File: src/rtl/core/clipped_sprite_blit_descriptor_macros.svh
// Assertion macros for the sprite blit descriptor block.
// Used by the top level; no other dependencies.
`ifndef CLIPPED_SPRITE_BLIT_DESCRIPTOR_MACROS_SVH
`define CLIPPED_SPRITE_BLIT_DESCRIPTOR_MACROS_SVH

`ifndef NO_ASSERTIONS
`define CSBD_ASSERT_IMP(lbl, clk, rst, ante, cons) \
  lbl: assert property (@(posedge clk) disable iff (rst) (ante) |-> (cons)) \
    else $error("csbd assertion failed");
`define CSBD_ASSERT_NXT(lbl, clk, rst, ante, cons) \
  lbl: assert property (@(posedge clk) disable iff (rst) (ante) |=> cons) \
    else $error("csbd assertion failed");
`else
`define CSBD_ASSERT_IMP(lbl, clk, rst, ante, cons)
`define CSBD_ASSERT_NXT(lbl, clk, rst, ante, cons)
`endif

`endif

File: src/rtl/core/csbd_pkg.sv
// Shared types and constants for the sprite blit descriptor block.
// No dependencies.
`timescale 1ns / 1ps

package csbd_pkg;

  localparam int MAX_SPRITES_DEF = 16;
  localparam int BUF_LOG2_DEF    = 22;

  localparam int ADDR_W = 5;
  localparam int DATA_W = 32;
  localparam int IDX_W  = 8;
  localparam int OFS_W  = 22;

  localparam logic [2:0] REG_VIEW_LEFT   = 3'd0;
  localparam logic [2:0] REG_VIEW_TOP    = 3'd1;
  localparam logic [2:0] REG_VIEW_RIGHT  = 3'd2;
  localparam logic [2:0] REG_VIEW_BOTTOM = 3'd3;
  localparam logic [2:0] REG_ROW_BYTES   = 3'd4;
  localparam logic [2:0] REG_WIDE        = 3'd5;

  localparam logic [9:0]  VIEW_LEFT_RST   = 10'd0;
  localparam logic [9:0]  VIEW_TOP_RST    = 10'd0;
  localparam logic [9:0]  VIEW_RIGHT_RST  = 10'd319;
  localparam logic [9:0]  VIEW_BOTTOM_RST = 10'd239;
  localparam logic [11:0] ROW_BYTES_RST   = 12'd640;
  localparam logic        WIDE_RST        = 1'b1;

  typedef enum logic [1:0] {
    KIND_CLEAR  = 2'd0,
    KIND_APPEND = 2'd1,
    KIND_PLACE  = 2'd2
  } kind_t;

  typedef enum logic [2:0] {
    STAT_COPY     = 3'd0,
    STAT_UPDATED  = 3'd1,
    STAT_REJECT   = 3'd2,
    STAT_OFF_VIEW = 3'd3,
    STAT_EMPTY    = 3'd4
  } status_t;

  typedef enum logic [1:0] {
    ST_IDLE,
    ST_READ,
    ST_CALC
  } state_t;

  typedef struct packed {
    logic [9:0]  view_left;
    logic [9:0]  view_top;
    logic [9:0]  view_right;
    logic [9:0]  view_bottom;
    logic [11:0] screen_row_bytes;
    logic        wide_pixels;
  } cfg_t;

  typedef struct packed {
    logic [11:0] pos_x;
    logic [11:0] pos_y;
    logic        bad_index;
  } place_cmd_t;

  typedef struct packed {
    status_t          status;
    logic [OFS_W-1:0] src_offset;
    logic [OFS_W-1:0] dst_address;
    logic [10:0]      row_bytes;
    logic [9:0]       row_count;
    logic [10:0]      src_stride;
  } res_t;

endpackage

File: src/rtl/core/csbd_ifs.sv
// Valid/ready channel interfaces for the command and result transfers.
// Depends on nothing but the payload widths of the block.
`timescale 1ns / 1ps

interface csbd_cmd_if;
  logic        valid;
  logic        ready;
  logic [1:0]  kind;
  logic [7:0]  image_index;
  logic signed [11:0] pos_x;
  logic signed [11:0] pos_y;
  logic [9:0]  new_width;
  logic [9:0]  new_height;

  modport source(output valid, kind, image_index, pos_x, pos_y, new_width, new_height,
                 input ready);
  modport sink(input valid, kind, image_index, pos_x, pos_y, new_width, new_height,
               output ready);
endinterface

interface csbd_res_if;
  logic        valid;
  logic        ready;
  logic [2:0]  status;
  logic [21:0] src_offset;
  logic [21:0] dst_address;
  logic [10:0] row_bytes;
  logic [9:0]  row_count;
  logic [10:0] src_stride;

  modport source(output valid, status, src_offset, dst_address, row_bytes, row_count,
                 src_stride, input ready);
  modport sink(input valid, status, src_offset, dst_address, row_bytes, row_count,
               src_stride, output ready);
endinterface

File: src/rtl/core/clipped_sprite_blit_descriptor.sv
// Sprite blit descriptor front end: table control, sequencer, result register.
// Depends on csbd_pkg, csbd_ifs, csbd_regs, csbd_table, csbd_place and the
// assertion macro header.
//
// Usage: commands arrive on the cmd channel (valid/ready), one result per
// command leaves on the res channel. Configuration must be written over APB
// only while the block is idle; the block itself does not enforce this. Clear,
// and an append that fits, update the table count and running buffer offset
// at the transfer edge; a clear or append result is registered and valid the
// next cycle, and a new command may follow every cycle while res.ready is
// high. For a place, the transfer edge issues the table read, the clip stage
// then registers the clipped window, and the result register then loads the
// place result. The cmd channel stays low-ready while a place is in flight,
// and while a result is held with res.ready low. Stalls on res only hold the
// result register; nothing is lost. Reset clears the count, the buffer offset,
// the sequencer and the result valid, and loads the register reset values;
// table contents are kept, and a place past the count is rejected.
`timescale 1ns / 1ps
`include "clipped_sprite_blit_descriptor_macros.svh"

module clipped_sprite_blit_descriptor #(
  parameter int MAX_SPRITES       = csbd_pkg::MAX_SPRITES_DEF,
  parameter int BUFFER_BYTES_LOG2 = csbd_pkg::BUF_LOG2_DEF
) (
  input  logic                         clk,
  input  logic                         rst,
  csbd_cmd_if.sink                     cmd,
  csbd_res_if.source                   res,
  input  logic                         psel,
  input  logic                         penable,
  input  logic                         pwrite,
  input  logic [csbd_pkg::ADDR_W-1:0]  paddr,
  input  logic [csbd_pkg::DATA_W-1:0]  pwdata,
  output logic [csbd_pkg::DATA_W-1:0]  prdata,
  output logic                         pready
);

  localparam int IW   = (MAX_SPRITES > 1) ? $clog2(MAX_SPRITES) : 1;
  localparam int CW   = $clog2(MAX_SPRITES + 1);
  localparam int OW   = BUFFER_BYTES_LOG2 + 1;
  localparam int AW   = ((OW > 21) ? OW : 21) + 1;
  localparam int MW   = 20 + OW;
  localparam logic [AW-1:0] LIMIT = AW'(1) << BUFFER_BYTES_LOG2;

  csbd_pkg::cfg_t       cfg;
  csbd_pkg::state_t     state, state_next;
  csbd_pkg::place_cmd_t pcmd;
  csbd_pkg::res_t       imm_res, place_res, res_q;

  logic [CW-1:0]  entry_count;
  logic [OW-1:0]  next_offset;
  logic           res_valid, res_load, res_from_place, cmd_ready, acc;
  logic           is_place, is_append, is_clear, app_ok, place_load;
  logic [10:0]    app_line;
  logic [20:0]    app_bytes;
  logic [AW-1:0]  app_sum;
  logic [MW-1:0]  rd_data;

  csbd_regs u_regs (
    .clk, .rst, .psel, .penable, .pwrite, .paddr, .pwdata, .prdata, .pready, .cfg
  );

  assign acc       = cmd.valid && cmd_ready;
  assign is_clear  = csbd_pkg::kind_t'(cmd.kind) == csbd_pkg::KIND_CLEAR;
  assign is_append = csbd_pkg::kind_t'(cmd.kind) == csbd_pkg::KIND_APPEND;
  assign is_place  = csbd_pkg::kind_t'(cmd.kind) == csbd_pkg::KIND_PLACE;
  assign cmd.ready = cmd_ready;

  assign app_line  = cfg.wide_pixels ? {cmd.new_width, 1'b0} : {1'b0, cmd.new_width};
  assign app_bytes = 21'(app_line) * 21'(cmd.new_height);
  assign app_sum   = AW'(next_offset) + AW'(app_bytes);
  assign app_ok    = (entry_count < CW'(MAX_SPRITES)) && (app_sum <= LIMIT);

  csbd_table #(
    .DEPTH(MAX_SPRITES), .ADDR_W(IW), .DATA_W(MW)
  ) u_table (
    .clk,
    .we   (acc && is_append && app_ok),
    .waddr(entry_count[IW-1:0]),
    .wdata({cmd.new_width, cmd.new_height, next_offset}),
    .re   (acc && is_place),
    .raddr(cmd.image_index[IW-1:0]),
    .rdata(rd_data)
  );

  csbd_place u_place (
    .clk,
    .load      (place_load),
    .cfg,
    .pcmd,
    .ent_width (rd_data[MW-1 -: 10]),
    .ent_height(rd_data[MW-11 -: 10]),
    .ent_offset(csbd_pkg::OFS_W'(rd_data[OW-1:0])),
    .res       (place_res)
  );

  always_ff @(posedge clk) begin
    if (acc && is_place) begin
      pcmd.pos_x     <= cmd.pos_x;
      pcmd.pos_y     <= cmd.pos_y;
      pcmd.bad_index <= {1'b0, cmd.image_index} >= 9'(entry_count);
    end
  end

  always_ff @(posedge clk) begin
    if (rst) begin
      entry_count <= '0;
      next_offset <= '0;
    end else if (acc && is_clear) begin
      entry_count <= '0;
      next_offset <= '0;
    end else if (acc && is_append && app_ok) begin
      entry_count <= entry_count + CW'(1);
      next_offset <= app_sum[OW-1:0];
    end
  end

  always_comb begin
    imm_res = '0;
    if (is_clear || (is_append && app_ok)) begin
      imm_res.status = csbd_pkg::STAT_UPDATED;
    end else begin
      imm_res.status = csbd_pkg::STAT_REJECT;
    end
  end

  always_ff @(posedge clk) begin
    if (rst) begin
      state <= csbd_pkg::ST_IDLE;
    end else begin
      state <= state_next;
    end
  end

  always_comb begin
    state_next     = state;
    cmd_ready      = 1'b0;
    res_load       = 1'b0;
    res_from_place = 1'b0;
    place_load     = 1'b0;
    case (state)
      csbd_pkg::ST_IDLE: begin
        cmd_ready = !rst && (!res_valid || res.ready);
        if (cmd.valid && cmd_ready) begin
          if (is_place) begin
            state_next = csbd_pkg::ST_READ;
          end else begin
            res_load = 1'b1;
          end
        end
      end
      csbd_pkg::ST_READ: begin
        place_load = 1'b1;
        state_next = csbd_pkg::ST_CALC;
      end
      csbd_pkg::ST_CALC: begin
        res_load       = 1'b1;
        res_from_place = 1'b1;
        state_next     = csbd_pkg::ST_IDLE;
      end
      default: state_next = csbd_pkg::ST_IDLE;
    endcase
  end

  always_ff @(posedge clk) begin
    if (rst) begin
      res_valid <= 1'b0;
    end else if (res_load) begin
      res_valid <= 1'b1;
    end else if (res.ready) begin
      res_valid <= 1'b0;
    end
  end

  always_ff @(posedge clk) begin
    if (res_load) begin
      res_q <= res_from_place ? place_res : imm_res;
    end
  end

  assign res.valid       = res_valid;
  assign res.status      = res_q.status;
  assign res.src_offset  = res_q.src_offset;
  assign res.dst_address = res_q.dst_address;
  assign res.row_bytes   = res_q.row_bytes;
  assign res.row_count   = res_q.row_count;
  assign res.src_stride  = res_q.src_stride;

  `CSBD_ASSERT_IMP(a_count_max, clk, rst, 1'b1, entry_count <= CW'(MAX_SPRITES))
  `CSBD_ASSERT_IMP(a_offset_max, clk, rst, 1'b1, AW'(next_offset) <= LIMIT)
  `CSBD_ASSERT_NXT(a_place_latency, clk, rst, acc && is_place, ##2 res_valid)
  `CSBD_ASSERT_IMP(a_copy_nonempty, clk, rst, res_valid && res_q.status == csbd_pkg::STAT_COPY, res_q.row_count != '0 && res_q.row_bytes != '0)

endmodule

File: src/rtl/core/csbd_regs.sv
// APB configuration registers: viewport, screen row pitch, pixel size.
// Depends on csbd_pkg.
`timescale 1ns / 1ps

module csbd_regs (
  input  logic                         clk,
  input  logic                         rst,
  input  logic                         psel,
  input  logic                         penable,
  input  logic                         pwrite,
  input  logic [csbd_pkg::ADDR_W-1:0]  paddr,
  input  logic [csbd_pkg::DATA_W-1:0]  pwdata,
  output logic [csbd_pkg::DATA_W-1:0]  prdata,
  output logic                         pready,
  output csbd_pkg::cfg_t               cfg
);

  logic       wr;
  logic [2:0] idx;

  assign pready = 1'b1;
  assign idx    = paddr[4:2];
  assign wr     = psel && penable && pwrite;

  always_ff @(posedge clk) begin
    if (rst) begin
      cfg.view_left        <= csbd_pkg::VIEW_LEFT_RST;
      cfg.view_top         <= csbd_pkg::VIEW_TOP_RST;
      cfg.view_right       <= csbd_pkg::VIEW_RIGHT_RST;
      cfg.view_bottom      <= csbd_pkg::VIEW_BOTTOM_RST;
      cfg.screen_row_bytes <= csbd_pkg::ROW_BYTES_RST;
      cfg.wide_pixels      <= csbd_pkg::WIDE_RST;
    end else if (wr) begin
      case (idx)
        csbd_pkg::REG_VIEW_LEFT:   cfg.view_left        <= pwdata[9:0];
        csbd_pkg::REG_VIEW_TOP:    cfg.view_top         <= pwdata[9:0];
        csbd_pkg::REG_VIEW_RIGHT:  cfg.view_right       <= pwdata[9:0];
        csbd_pkg::REG_VIEW_BOTTOM: cfg.view_bottom      <= pwdata[9:0];
        csbd_pkg::REG_ROW_BYTES:   cfg.screen_row_bytes <= pwdata[11:0];
        csbd_pkg::REG_WIDE:        cfg.wide_pixels      <= pwdata[0];
        default: ;
      endcase
    end
  end

  always_comb begin
    case (idx)
      csbd_pkg::REG_VIEW_LEFT:   prdata = 32'(cfg.view_left);
      csbd_pkg::REG_VIEW_TOP:    prdata = 32'(cfg.view_top);
      csbd_pkg::REG_VIEW_RIGHT:  prdata = 32'(cfg.view_right);
      csbd_pkg::REG_VIEW_BOTTOM: prdata = 32'(cfg.view_bottom);
      csbd_pkg::REG_ROW_BYTES:   prdata = 32'(cfg.screen_row_bytes);
      csbd_pkg::REG_WIDE:        prdata = 32'(cfg.wide_pixels);
      default:                   prdata = '0;
    endcase
  end

endmodule

File: src/rtl/core/csbd_table.sv
// Sprite descriptor table: one write port, one registered read port.
// No dependencies.
`timescale 1ns / 1ps

module csbd_table #(
  parameter int DEPTH  = 16,
  parameter int ADDR_W = 4,
  parameter int DATA_W = 43
) (
  input  logic              clk,
  input  logic              we,
  input  logic [ADDR_W-1:0] waddr,
  input  logic [DATA_W-1:0] wdata,
  input  logic              re,
  input  logic [ADDR_W-1:0] raddr,
  output logic [DATA_W-1:0] rdata
);

  logic [DATA_W-1:0] mem [DEPTH];

  always_ff @(posedge clk) begin
    if (we) begin
      mem[waddr] <= wdata;
    end
  end

  always_ff @(posedge clk) begin
    if (re) begin
      rdata <= mem[raddr];
    end
  end

endmodule

File: src/rtl/core/csbd_place.sv
// Place datapath: clips a sprite against the viewport (registered stage),
// then forms source offset and destination address. Depends on csbd_pkg.
`timescale 1ns / 1ps

module csbd_place (
  input  logic                          clk,
  input  logic                          load,
  input  csbd_pkg::cfg_t                cfg,
  input  csbd_pkg::place_cmd_t          pcmd,
  input  logic [9:0]                    ent_width,
  input  logic [9:0]                    ent_height,
  input  logic [csbd_pkg::OFS_W-1:0]    ent_offset,
  output csbd_pkg::res_t                res
);

  logic signed [12:0] x, y, w, h, l, t, r, b;
  logic signed [12:0] xx, yy, sxl, sxr, syu, syd, cw, ch, xa, ya;
  csbd_pkg::status_t  st;

  csbd_pkg::status_t           st_q;
  logic [9:0]                  sxl_q, syu_q, cw_q, ch_q, xa_q, ya_q, w_q;
  logic [csbd_pkg::OFS_W-1:0]  off_q;

  logic [10:0]                 stride, col_s, col_d, rb;
  logic [20:0]                 prod_s;
  logic [21:0]                 prod_d;

  always_comb begin
    x  = {pcmd.pos_x[11], pcmd.pos_x};
    y  = {pcmd.pos_y[11], pcmd.pos_y};
    w  = {3'b000, ent_width};
    h  = {3'b000, ent_height};
    l  = {3'b000, cfg.view_left};
    t  = {3'b000, cfg.view_top};
    r  = {3'b000, cfg.view_right};
    b  = {3'b000, cfg.view_bottom};
    xx = x + w - 13'sd1;
    yy = y + h - 13'sd1;
    sxl = (x < l) ? l - x : '0;
    sxr = (xx > r) ? xx - r : '0;
    syu = (y < t) ? t - y : '0;
    syd = (yy > b) ? yy - b : '0;
    cw  = w - sxl - sxr;
    ch  = h - syu - syd;
    xa  = x + sxl;
    ya  = y + syu;
    if (pcmd.bad_index) begin
      st = csbd_pkg::STAT_REJECT;
    end else if (x < 0 || y < 0 || x > r || y > b || xx < l || yy < t) begin
      st = csbd_pkg::STAT_OFF_VIEW;
    end else if (cw <= 0 || ch <= 0) begin
      st = csbd_pkg::STAT_EMPTY;
    end else begin
      st = csbd_pkg::STAT_COPY;
    end
  end

  always_ff @(posedge clk) begin
    if (load) begin
      st_q  <= st;
      sxl_q <= sxl[9:0];
      syu_q <= syu[9:0];
      cw_q  <= cw[9:0];
      ch_q  <= ch[9:0];
      xa_q  <= xa[9:0];
      ya_q  <= ya[9:0];
      w_q   <= ent_width;
      off_q <= ent_offset;
    end
  end

  always_comb begin
    stride = cfg.wide_pixels ? {w_q, 1'b0} : {1'b0, w_q};
    col_s  = cfg.wide_pixels ? {sxl_q, 1'b0} : {1'b0, sxl_q};
    col_d  = cfg.wide_pixels ? {xa_q, 1'b0} : {1'b0, xa_q};
    rb     = cfg.wide_pixels ? {cw_q, 1'b0} : {1'b0, cw_q};
    prod_s = 21'(syu_q) * 21'(stride);
    prod_d = 22'(ya_q) * 22'(cfg.screen_row_bytes);
    res = '0;
    res.status = st_q;
    if (st_q == csbd_pkg::STAT_COPY) begin
      res.src_offset  = off_q + 22'(prod_s) + 22'(col_s);
      res.dst_address = prod_d + 22'(col_d);
      res.row_bytes   = rb;
      res.row_count   = ch_q;
      res.src_stride  = stride;
    end
  end

endmodule

File: src/flat_wrapper.sv
// flat-port wrapper written by rule: the top's interface ports become plain ports
module clipped_sprite_blit_descriptor_flat 
#(
  parameter int MAX_SPRITES       = csbd_pkg::MAX_SPRITES_DEF,
  parameter int BUFFER_BYTES_LOG2 = csbd_pkg::BUF_LOG2_DEF
)
  (clk, rst, psel, penable, pwrite, paddr, pwdata, prdata, pready, cmd_valid, cmd_kind, cmd_image_index, cmd_pos_x, cmd_pos_y, cmd_new_width, cmd_new_height, cmd_ready, res_valid, res_status, res_src_offset, res_dst_address, res_row_bytes, res_row_count, res_src_stride, res_ready);
  csbd_cmd_if cmd_i ();
  csbd_res_if res_i ();
  input  logic clk;
  input  logic rst;
  input  logic psel;
  input  logic penable;
  input  logic pwrite;
  input  logic [csbd_pkg::ADDR_W-1:0] paddr;
  input  logic [csbd_pkg::DATA_W-1:0] pwdata;
  output logic [csbd_pkg::DATA_W-1:0] prdata;
  output logic pready;
  input wire logic [$bits(cmd_i.valid)-1:0] cmd_valid;
  input wire logic [$bits(cmd_i.kind)-1:0] cmd_kind;
  input wire logic [$bits(cmd_i.image_index)-1:0] cmd_image_index;
  input wire logic [$bits(cmd_i.pos_x)-1:0] cmd_pos_x;
  input wire logic [$bits(cmd_i.pos_y)-1:0] cmd_pos_y;
  input wire logic [$bits(cmd_i.new_width)-1:0] cmd_new_width;
  input wire logic [$bits(cmd_i.new_height)-1:0] cmd_new_height;
  output wire logic [$bits(cmd_i.ready)-1:0] cmd_ready;
  output wire logic [$bits(res_i.valid)-1:0] res_valid;
  output wire logic [$bits(res_i.status)-1:0] res_status;
  output wire logic [$bits(res_i.src_offset)-1:0] res_src_offset;
  output wire logic [$bits(res_i.dst_address)-1:0] res_dst_address;
  output wire logic [$bits(res_i.row_bytes)-1:0] res_row_bytes;
  output wire logic [$bits(res_i.row_count)-1:0] res_row_count;
  output wire logic [$bits(res_i.src_stride)-1:0] res_src_stride;
  input wire logic [$bits(res_i.ready)-1:0] res_ready;
  assign cmd_i.valid = cmd_valid;
  assign cmd_i.kind = cmd_kind;
  assign cmd_i.image_index = cmd_image_index;
  assign cmd_i.pos_x = cmd_pos_x;
  assign cmd_i.pos_y = cmd_pos_y;
  assign cmd_i.new_width = cmd_new_width;
  assign cmd_i.new_height = cmd_new_height;
  assign cmd_ready = cmd_i.ready;
  assign res_valid = res_i.valid;
  assign res_status = res_i.status;
  assign res_src_offset = res_i.src_offset;
  assign res_dst_address = res_i.dst_address;
  assign res_row_bytes = res_i.row_bytes;
  assign res_row_count = res_i.row_count;
  assign res_src_stride = res_i.src_stride;
  assign res_i.ready = res_ready;
  clipped_sprite_blit_descriptor #(.MAX_SPRITES(MAX_SPRITES), .BUFFER_BYTES_LOG2(BUFFER_BYTES_LOG2)) u_core (.clk(clk), .rst(rst), .cmd(cmd_i), .res(res_i), .psel(psel), .penable(penable), .pwrite(pwrite), .paddr(paddr), .pwdata(pwdata), .prdata(prdata), .pready(pready));
endmodule
File: config.mk
export PLATFORM = sky130hd
export DESIGN_NAME = clipped_sprite_blit_descriptor_flat
export DESIGN_NICKNAME = d
export VERILOG_FILES = /design/src/rtl/core/csbd_pkg.sv /design/src/rtl/core/csbd_ifs.sv /design/src/rtl/core/clipped_sprite_blit_descriptor.sv /design/src/rtl/core/csbd_regs.sv /design/src/rtl/core/csbd_table.sv /design/src/rtl/core/csbd_place.sv /design/src/flat_wrapper.sv
export VERILOG_INCLUDE_DIRS = /design/src /design/src/rtl/core
export SDC_FILE = /design/constraint.sdc
export NUM_CORES = 2
export LEC_CHECK = 0
export BUFFER_PORTS_ARGS = -buffer_cell sky130_fd_sc_hd__clkbuf_2
export CAP_MARGIN = 20
export CORE_MARGIN = 2
export CORE_UTILIZATION = 65
export CTS_BUF_LIST = sky130_fd_sc_hd__clkbuf_8
export CTS_CLUSTER_SIZE = 30
export DETAILED_ROUTE_END_ITERATION = 8
export PLACE_DENSITY = 0.83
export RECOVER_POWER = 50
export SLEW_MARGIN = 20
export SYNTH_ARGS = -nofsm -noshare
export SYNTH_HDL_FRONTEND = slang
export SYNTH_SLANG_ARGS = --single-unit
File: constraint.sdc
create_clock -name clk -period 11.85 [get_ports clk]
set_input_delay 0.5925 -clock clk [delete_from_list [all_inputs] [get_ports clk]]
set_output_delay 0.5925 -clock clk [all_outputs]
set_load 0.005 [all_outputs]
## After elaboration in Yosys (flattened, before gate mapping)

Memory sizes are Yosys's and may differ from the RTL's. A register that Yosys moved wholly into a read port is not among the register bits.
Index checks and enable logic that the tools add are counted.

| word-level totals | value |
|---|---|
| memory bits (writable) | 688 |
| register bits after elaboration | 283 |
| output and inout bits | 114 |
| logic and storage cells | 148 |
| memories | 1 |

| cells by class | value |
|---|---|
| $lt $le $gt $ge | 15 |
| $mul | 3 |
| multiplexer cells | 28 |
| add/subtract/negate cells | 19 |
| reductions and logical operators | 38 |
| equality and inequality tests | 11 |
| bitwise operators | 2 |

Memories:

| memory | words | bits a word | read ports | clocked after memory_dff | wr ports | line | RTL |
|---|---|---|---|---|---|---|---|
| u_core.u_table.mem | 16 | 43 | 1 | 1 | 1 | csbd_table.sv:19 | `logic [DATA_W-1:0] mem [DEPTH];` |

Operators with widths:

| kind | number |
|---|---|
| $mux 79 | 1 |
| $mux 76 | 1 |
| $pmux 12 s6 | 1 |
| $mux 11 | 5 |
| $mux 13 | 4 |
| $add 22x11->22 | 2 |
| $add 12x11->13 | 2 |
| $gt 13x11->1 | 2 |
| $le 13x1->1 const B | 2 |
| $lt 13x11->1 | 2 |
| $sub 11x12->13 | 2 |
| $sub 11x13->13 | 2 |
| $sub 13x10->13 | 2 |
| $sub 13x13->13 | 2 |
| $sub 13x2->13 const B | 2 |
| $add 23x21->24 | 1 |
| $gt 12x11->1 | 2 |
| $le 24x23->1 const B | 1 |
| $lt 12x1->1 const B | 2 |
| $lt 12x11->1 | 2 |
| $add 22x21->22 | 1 |
| $mul 10x12->22 | 1 |
| $mul 10x11->21 | 1 |
| $mul 11x10->21 | 1 |
| other kinds (26) | 72 |

## Logic depth before layout (Yosys ltp)

| logic depth | value |
|---|---|
| word-level depth | 9 |
| gate-level depth with buffers | 37 |
| gate-level depth less buffers | 36 |

## By module

From an unflattened synthesis, not the netlist that was laid out.

| second synthesis, totals | value |
|---|---|
| cells, all modules | 4518 |
| area, all modules | 59019.1 µm² |

Modules (own cells, without submodules):

| module | cells each | area each (µm²) | times used |
|---|---|---|---|
| csbd_table | 1116 | 27069.7 | 1 |
| csbd_place | 2144 | 19138.4 | 1 |
| clipped_sprite_blit_descriptor | 960 | 9994.6 | 1 |
| csbd_regs | 298 | 2816.5 | 1 |

## Worst setup path before layout

Ideal clock, no wire load.

| timing | value |
|---|---|
| path type | register to register |
| from | register u_core.u_regs.cfg[0] (netlist name) |
| to | memory u_core.u_table.mem[7][0], enable pin |
| setup slack | 3.680 ns |
| data arrival time | 7.768 ns |
| setup time | 0.403 ns |
| clock period less this slack | 8.170 ns |
| cell stages (with the launch flop) | 23 |
| cell sequence | dfxtp_1 > buf_1 > clkbuf_1 > mux2_2 > nand2_1 > fa_1 > inv_1 > fa_1 > fa_1 > fa_1 > fa_1 > ha_1 > o21a_1 > a221oi_2 > a21oi_2 > or3_4 > a211o_1 > a2111oi_2 > and4b_1 > a41oi_2 > nor4_4 > buf_6 > and4_1 |

| on the way | value |
|---|---|
| word-level cells in the longest chain between the ends | 8 |

RTL lines:

| what | line | RTL |
|---|---|---|
| $mux 11 | clipped_sprite_blit_descriptor.sv:69 | `assign app_line = cfg.wide_pixels ? {cmd.new_width, 1'b0} : {1'b0, cmd.new_width};` |
| $mul 11x10->21 | clipped_sprite_blit_descriptor.sv:70 | `assign app_bytes = 21'(app_line) * 21'(cmd.new_height);` |
| $add 23x21->24 | clipped_sprite_blit_descriptor.sv:71 | `assign app_sum = AW'(next_offset) + AW'(app_bytes);` |
| $le 24x23->1 | clipped_sprite_blit_descriptor.sv:72 | `assign app_ok = (entry_count < CW'(MAX_SPRITES)) && (app_sum <= LIMIT);` |
| $logic_and 1x1->1 | clipped_sprite_blit_descriptor.sv:72 |  |
| $logic_and 1x1->1 | clipped_sprite_blit_descriptor.sv:78 | `.we (acc && is_append && app_ok),` |
| $mux 1 | csbd_table.sv:22 | `if (we) begin` |
| $mux 1 (not written as such) | csbd_table.sv:23 | `mem[waddr] <= wdata;` |
| to (decl) | csbd_table.sv:19 |  |

Every way passes these cells.

## Final worst setup path

| timing | value |
|---|---|
| from | input cmd_new_width[9] |
| to | memory u_core.u_table.mem[4][30], enable pin |

| on the way | value |
|---|---|
| word-level cells in the longest chain between the ends | 8 |

RTL lines:

| what | line | RTL |
|---|---|---|
| from (decl) | flat_wrapper.sv:24 | `input wire logic [$bits(cmd_i.new_width)-1:0] cmd_new_width;` |
| $mux 11 | clipped_sprite_blit_descriptor.sv:69 |  |
| $mul 11x10->21 | clipped_sprite_blit_descriptor.sv:70 |  |
| $add 23x21->24 | clipped_sprite_blit_descriptor.sv:71 |  |
| $le 24x23->1 | clipped_sprite_blit_descriptor.sv:72 |  |
| $logic_and 1x1->1 | clipped_sprite_blit_descriptor.sv:72 |  |
| $logic_and 1x1->1 | clipped_sprite_blit_descriptor.sv:78 |  |
| $mux 1 | csbd_table.sv:22 |  |
| $mux 1 (not written as such) | csbd_table.sv:23 |  |

Every way passes these cells.

==> flow_summary.toml <==
[placed_design]
place_area_mm2 = 0.0591
port_buffers = 168
place_congestion = 0.942
dp_hpwl_um = 91500

[synthesis]
avgSynthCellArea_um2 = 13.4
synth_compound_area_share_pct = 5.20
synth_mux_area_share_pct = 9.68
synth.ff_latch_count = 997
synth_top_area_cell = "edfxtp_1"
netlist_instances = 4267
synth_area_leaders = "edfxtp_1, fa_1, mux4_2, ha_1, inv_1"
yosys.area_share.simple_pct = 8.61
netlist_area_mm2 = 0.0572
ys_seq_area_share_pct = 50.9
synth-xor-area-share_pct = 1.96
synth_fa_ha_area_share_pct = 18.7
yosysWarnings = 0
synthDominantCellAreaShare_pct = 47.9
ys_types = 78
ys_top_cells_by_count = "edfxtp_1, inv_1, nand2_1"
synth.most_common_cell = "edfxtp_1"
synth_top_family_by_area = "adder cells"
synth_ff_type = "edfxtp_1"
synth_edf_count = 913
synthArstFlopShare_pct = 0

[drt]
avgRoutedWirePerCell_um = 23.8
drt_iter0_drc = 3244
drt_pass1_iterations = 7
drcViolationCount = 0
drtAntennaViolNets = 0
via_per_inst = 6.14
finalWirelength_um = 137000
vias = 35377

[setup_path]
cpPeakStageDelay_ns = 0.99
r2r.worst_path.cells = 22
cp.required_ns = 12.33
worstPathCellList = "clkbuf_1 > mux2_2 > nand2_1 > fa_1 > inv_1 > fa_1 > fa_1 > fa_1 > fa_1 > ha_1 > o21a_1 > a221oi_2 > a21oi_2 > or3_4 > a211o_1 > a2111oi_2 > and4b_1 > a41oi_2 > nor4_4 > and4_2 > buf_4"
cp_slowest_cell = "clkbuf_1"
crit_family = "adder cells"
crit_type = "in2reg"
cp-start-kind = "input pin"
crit_start = "cmd_new_width[9]"
r2r-start = "u_core.u_regs.cfg[0]"
worst-path-stages = 21
worstPathArrival_ns = 9.42
crit_fanout = 27
crit_top_cell = "fa_1"
crit_buf_inv = 3
endpoint_kind = "flop"

[pwr]
power_frac_seq_pct = 44.6
irDropWorstVdd_v = 0.000190
power.switching_w = 0.00277
leakagePower_nw = 24.6
swShare_pct = 30.4
pwr-share-comb_pct = 23.9
power_frac_clock_pct = 31.6
p_int_w = 0.00632
powerDensity_mw_per_mm2 = 146

[timing]
period_needed_ns = 8.94
tns_ns = 0
tightest_slew_ns = 6.17
fin_skew_ns = 0.0360
relSlewSlack_pct = -311
fin_crit_sh_pct = 75.5
hold_slack_ns = 0.0686
fmax_mhz = 112
finalMaxSlewViolations = 369
final_hold_viol_count = 0
rsz0062_at_grt = "false"
final-setup-viol-count = 0

[global_routing]
grt_pass1_wl_um = 208000
grt_max_degree = 71
grt_pass1_vias = 35855
antenna_found_initial = 3
grt_overflow = 0
track_usage_pct = 31.0

[cts]
htree_num_levels = 4
cts_resized = 0
clock_latency_ns = 0.86
clock_path_buffers = 3
cts_tree = "yes"
clock-root-buffer = "clkbuf_8"
clk_pin_slew_ns = 0.06
post_cts_buffers = 0
cts_sinks = 997
cts_buffers = 156

[layout]
final_nets = 5245
drive_gt1_share_pct = 13.4
area_growth_pct = 8.88
stdcell_area_mm2 = 0.0623
fillers = 5612

[hold_path]
worstHoldStart = "cmd_valid"
hold_depth = 2
hold_class = "in2reg"

[floorplan]
die_x_um = 301
coreArea_mm2 = 0.0870
initial_core_util_pct = 65.7
rows = 108
num_io_pins = 212
dieArea_mm2 = 0.0904
die_h_um = 301

[status]
violations = "max-capacitance violations, max-slew violations"
status = "finished, violations left"

[flow_run]
max_cap_violations = 8
-- timing repair --
action | CTS | global route
endpoints found under the hold margin | 26 | 0
hold buffers | 26 | 0
endpoints found under the setup margin | 0 | 0
-- placed cells by master, fill, tap and decap left out, types with 51 or more instances in the layout --
cell	netlist	routed
edfxtp_1	913	913
inv_1	556	606
nand2_1	360	359
ha_1	355	355
fa_1	311	311
mux4_2	210	210
nor2_1	172	171
clkbuf_8	0	162
and2_1	165	154
a21oi_1	118	118
clkbuf_2	0	97
xnor2_1	85	85
o21ai_0	84	84
dfxtp_1	84	83
clkbuf_1	134	74
nor3_1	51	51
-- worst paths after layout --
path / to / slack (ns)
max: u_core.u_table.mem[4][30] / 2.91
min: u_core.state[0] / 0.07
max reg2reg: u_core.u_table.mem[4][30] / 2.98
min reg2reg: u_core.u_place.off_q[12] / 0.42
-- layout make-up --
| cell class | count | area (um2) | area share, % |
|---|---|---|---|
| sequential | 997 | 29100 | 46.7 |
| multi-input combinational | 2553 | 25400 | 40.7 |
| clock buffer | 162 | 2230 | 3.58 |
| inverter | 556 | 2090 | 3.35 |
| tap | 1155 | 1450 | 2.32 |
| timing repair buffer | 217 | 1200 | 1.93 |
| clock inverter | 119 | 822 | 1.32 |
| antenna | 2 | 5.00 | 0.00804 |
-- registers in the layout, indices dropped and copies added, names as in the netlist --
name,cells
u_core.state,2
u_core.res.src_stride,11
u_core.u_place.st_q,3
u_core.u_place.cw_q,10
u_core.u_place.off_q,22
u_core.next_offset,23
u_core.u_place.sxl_q,10
u_core.u_place.syu_q,10
u_core.u_table.mem,672
u_core.entry_count,5
u_core.res.src_offset,22
u_core.u_table.rdata,42
u_core.res.dst_address,22
u_core.u_regs.cfg,53
u_core.res.row_bytes,11
u_core.u_place.w_q,10
u_core.res.row_count,10
u_core.res.valid,1
u_core.u_place.ch_q,10
u_core.pcmd,25
u_core.u_place.xa_q,10
u_core.res.status,3
u_core.u_place.ya_q,10
-- power groups by stage --
stage	combinational (W)	sequential (W)	clock [W]
floorplan	0.00167	0.00407	0
global placement	0.00207	0.00411	0
detailed placement	0.00213	0.00412	0
CTS	0.00215	0.00404	0.00290
global route	0.00245	0.00406	0.00304
finish	0.00217	0.00405	0.00287
-- kinds of logic (layout without fill, tap and decap cells) --
logic type,Yosys count,in the layout
AOI/OAI and AO/OA,447,447
DFF,997,997
xor gates and xnor gates,128,128
adders and majority gates,666,666
buffers and inverters,736,1054
and+or+nand+nor,1005,1005
muxes,286,286
other,2,23
-- worst register-to-register path, stage by stage, from the launching register on --
cell	delay (ns)
dfxtp_4	0.54
mux2_2	0.51
and2_1	0.23
fa_1	0.45
fa_1	0.55
inv_1	0.07
fa_1	0.53
inv_1	0.04
fa_1	0.49
fa_1	0.41
ha_1	0.34
o21ai_0	0.09
o21ai_1	0.10
a221oi_2	0.43
a21oi_2	0.17
or3_4	0.36
a211o_1	0.29
a2111oi_2	0.37
and4b_1	0.27
a41oi_2	0.20
nor4_4	0.60
and4_2	0.90
buf_4	0.55
-- stage by stage --
stage	instances	utilization [%]	power (W)	worst slack [ns]
2_1_floorplan	4286	-	0.00575	3.68
3_3_place_gp	5451	67.9	0.00618	2.91
3_5_place_dp	5451	67.9	0.00624	2.72
4_1_cts	5758	71.7	0.00909	3.06
5_1_grt	5760	71.5	0.00955	2.36
6_report	5761	71.5	0.00908	2.91
-- metal layers --
metal	up-vias	GRT usage (%)	routed length [um]
met1	17690	39.9	51900
li1	15564	-	-
met3	349	5.77	11300
met5	-	0	18
met4	2	14.2	5420
met2	1772	51.5	68600
Power figures use the tool's default switching activity.
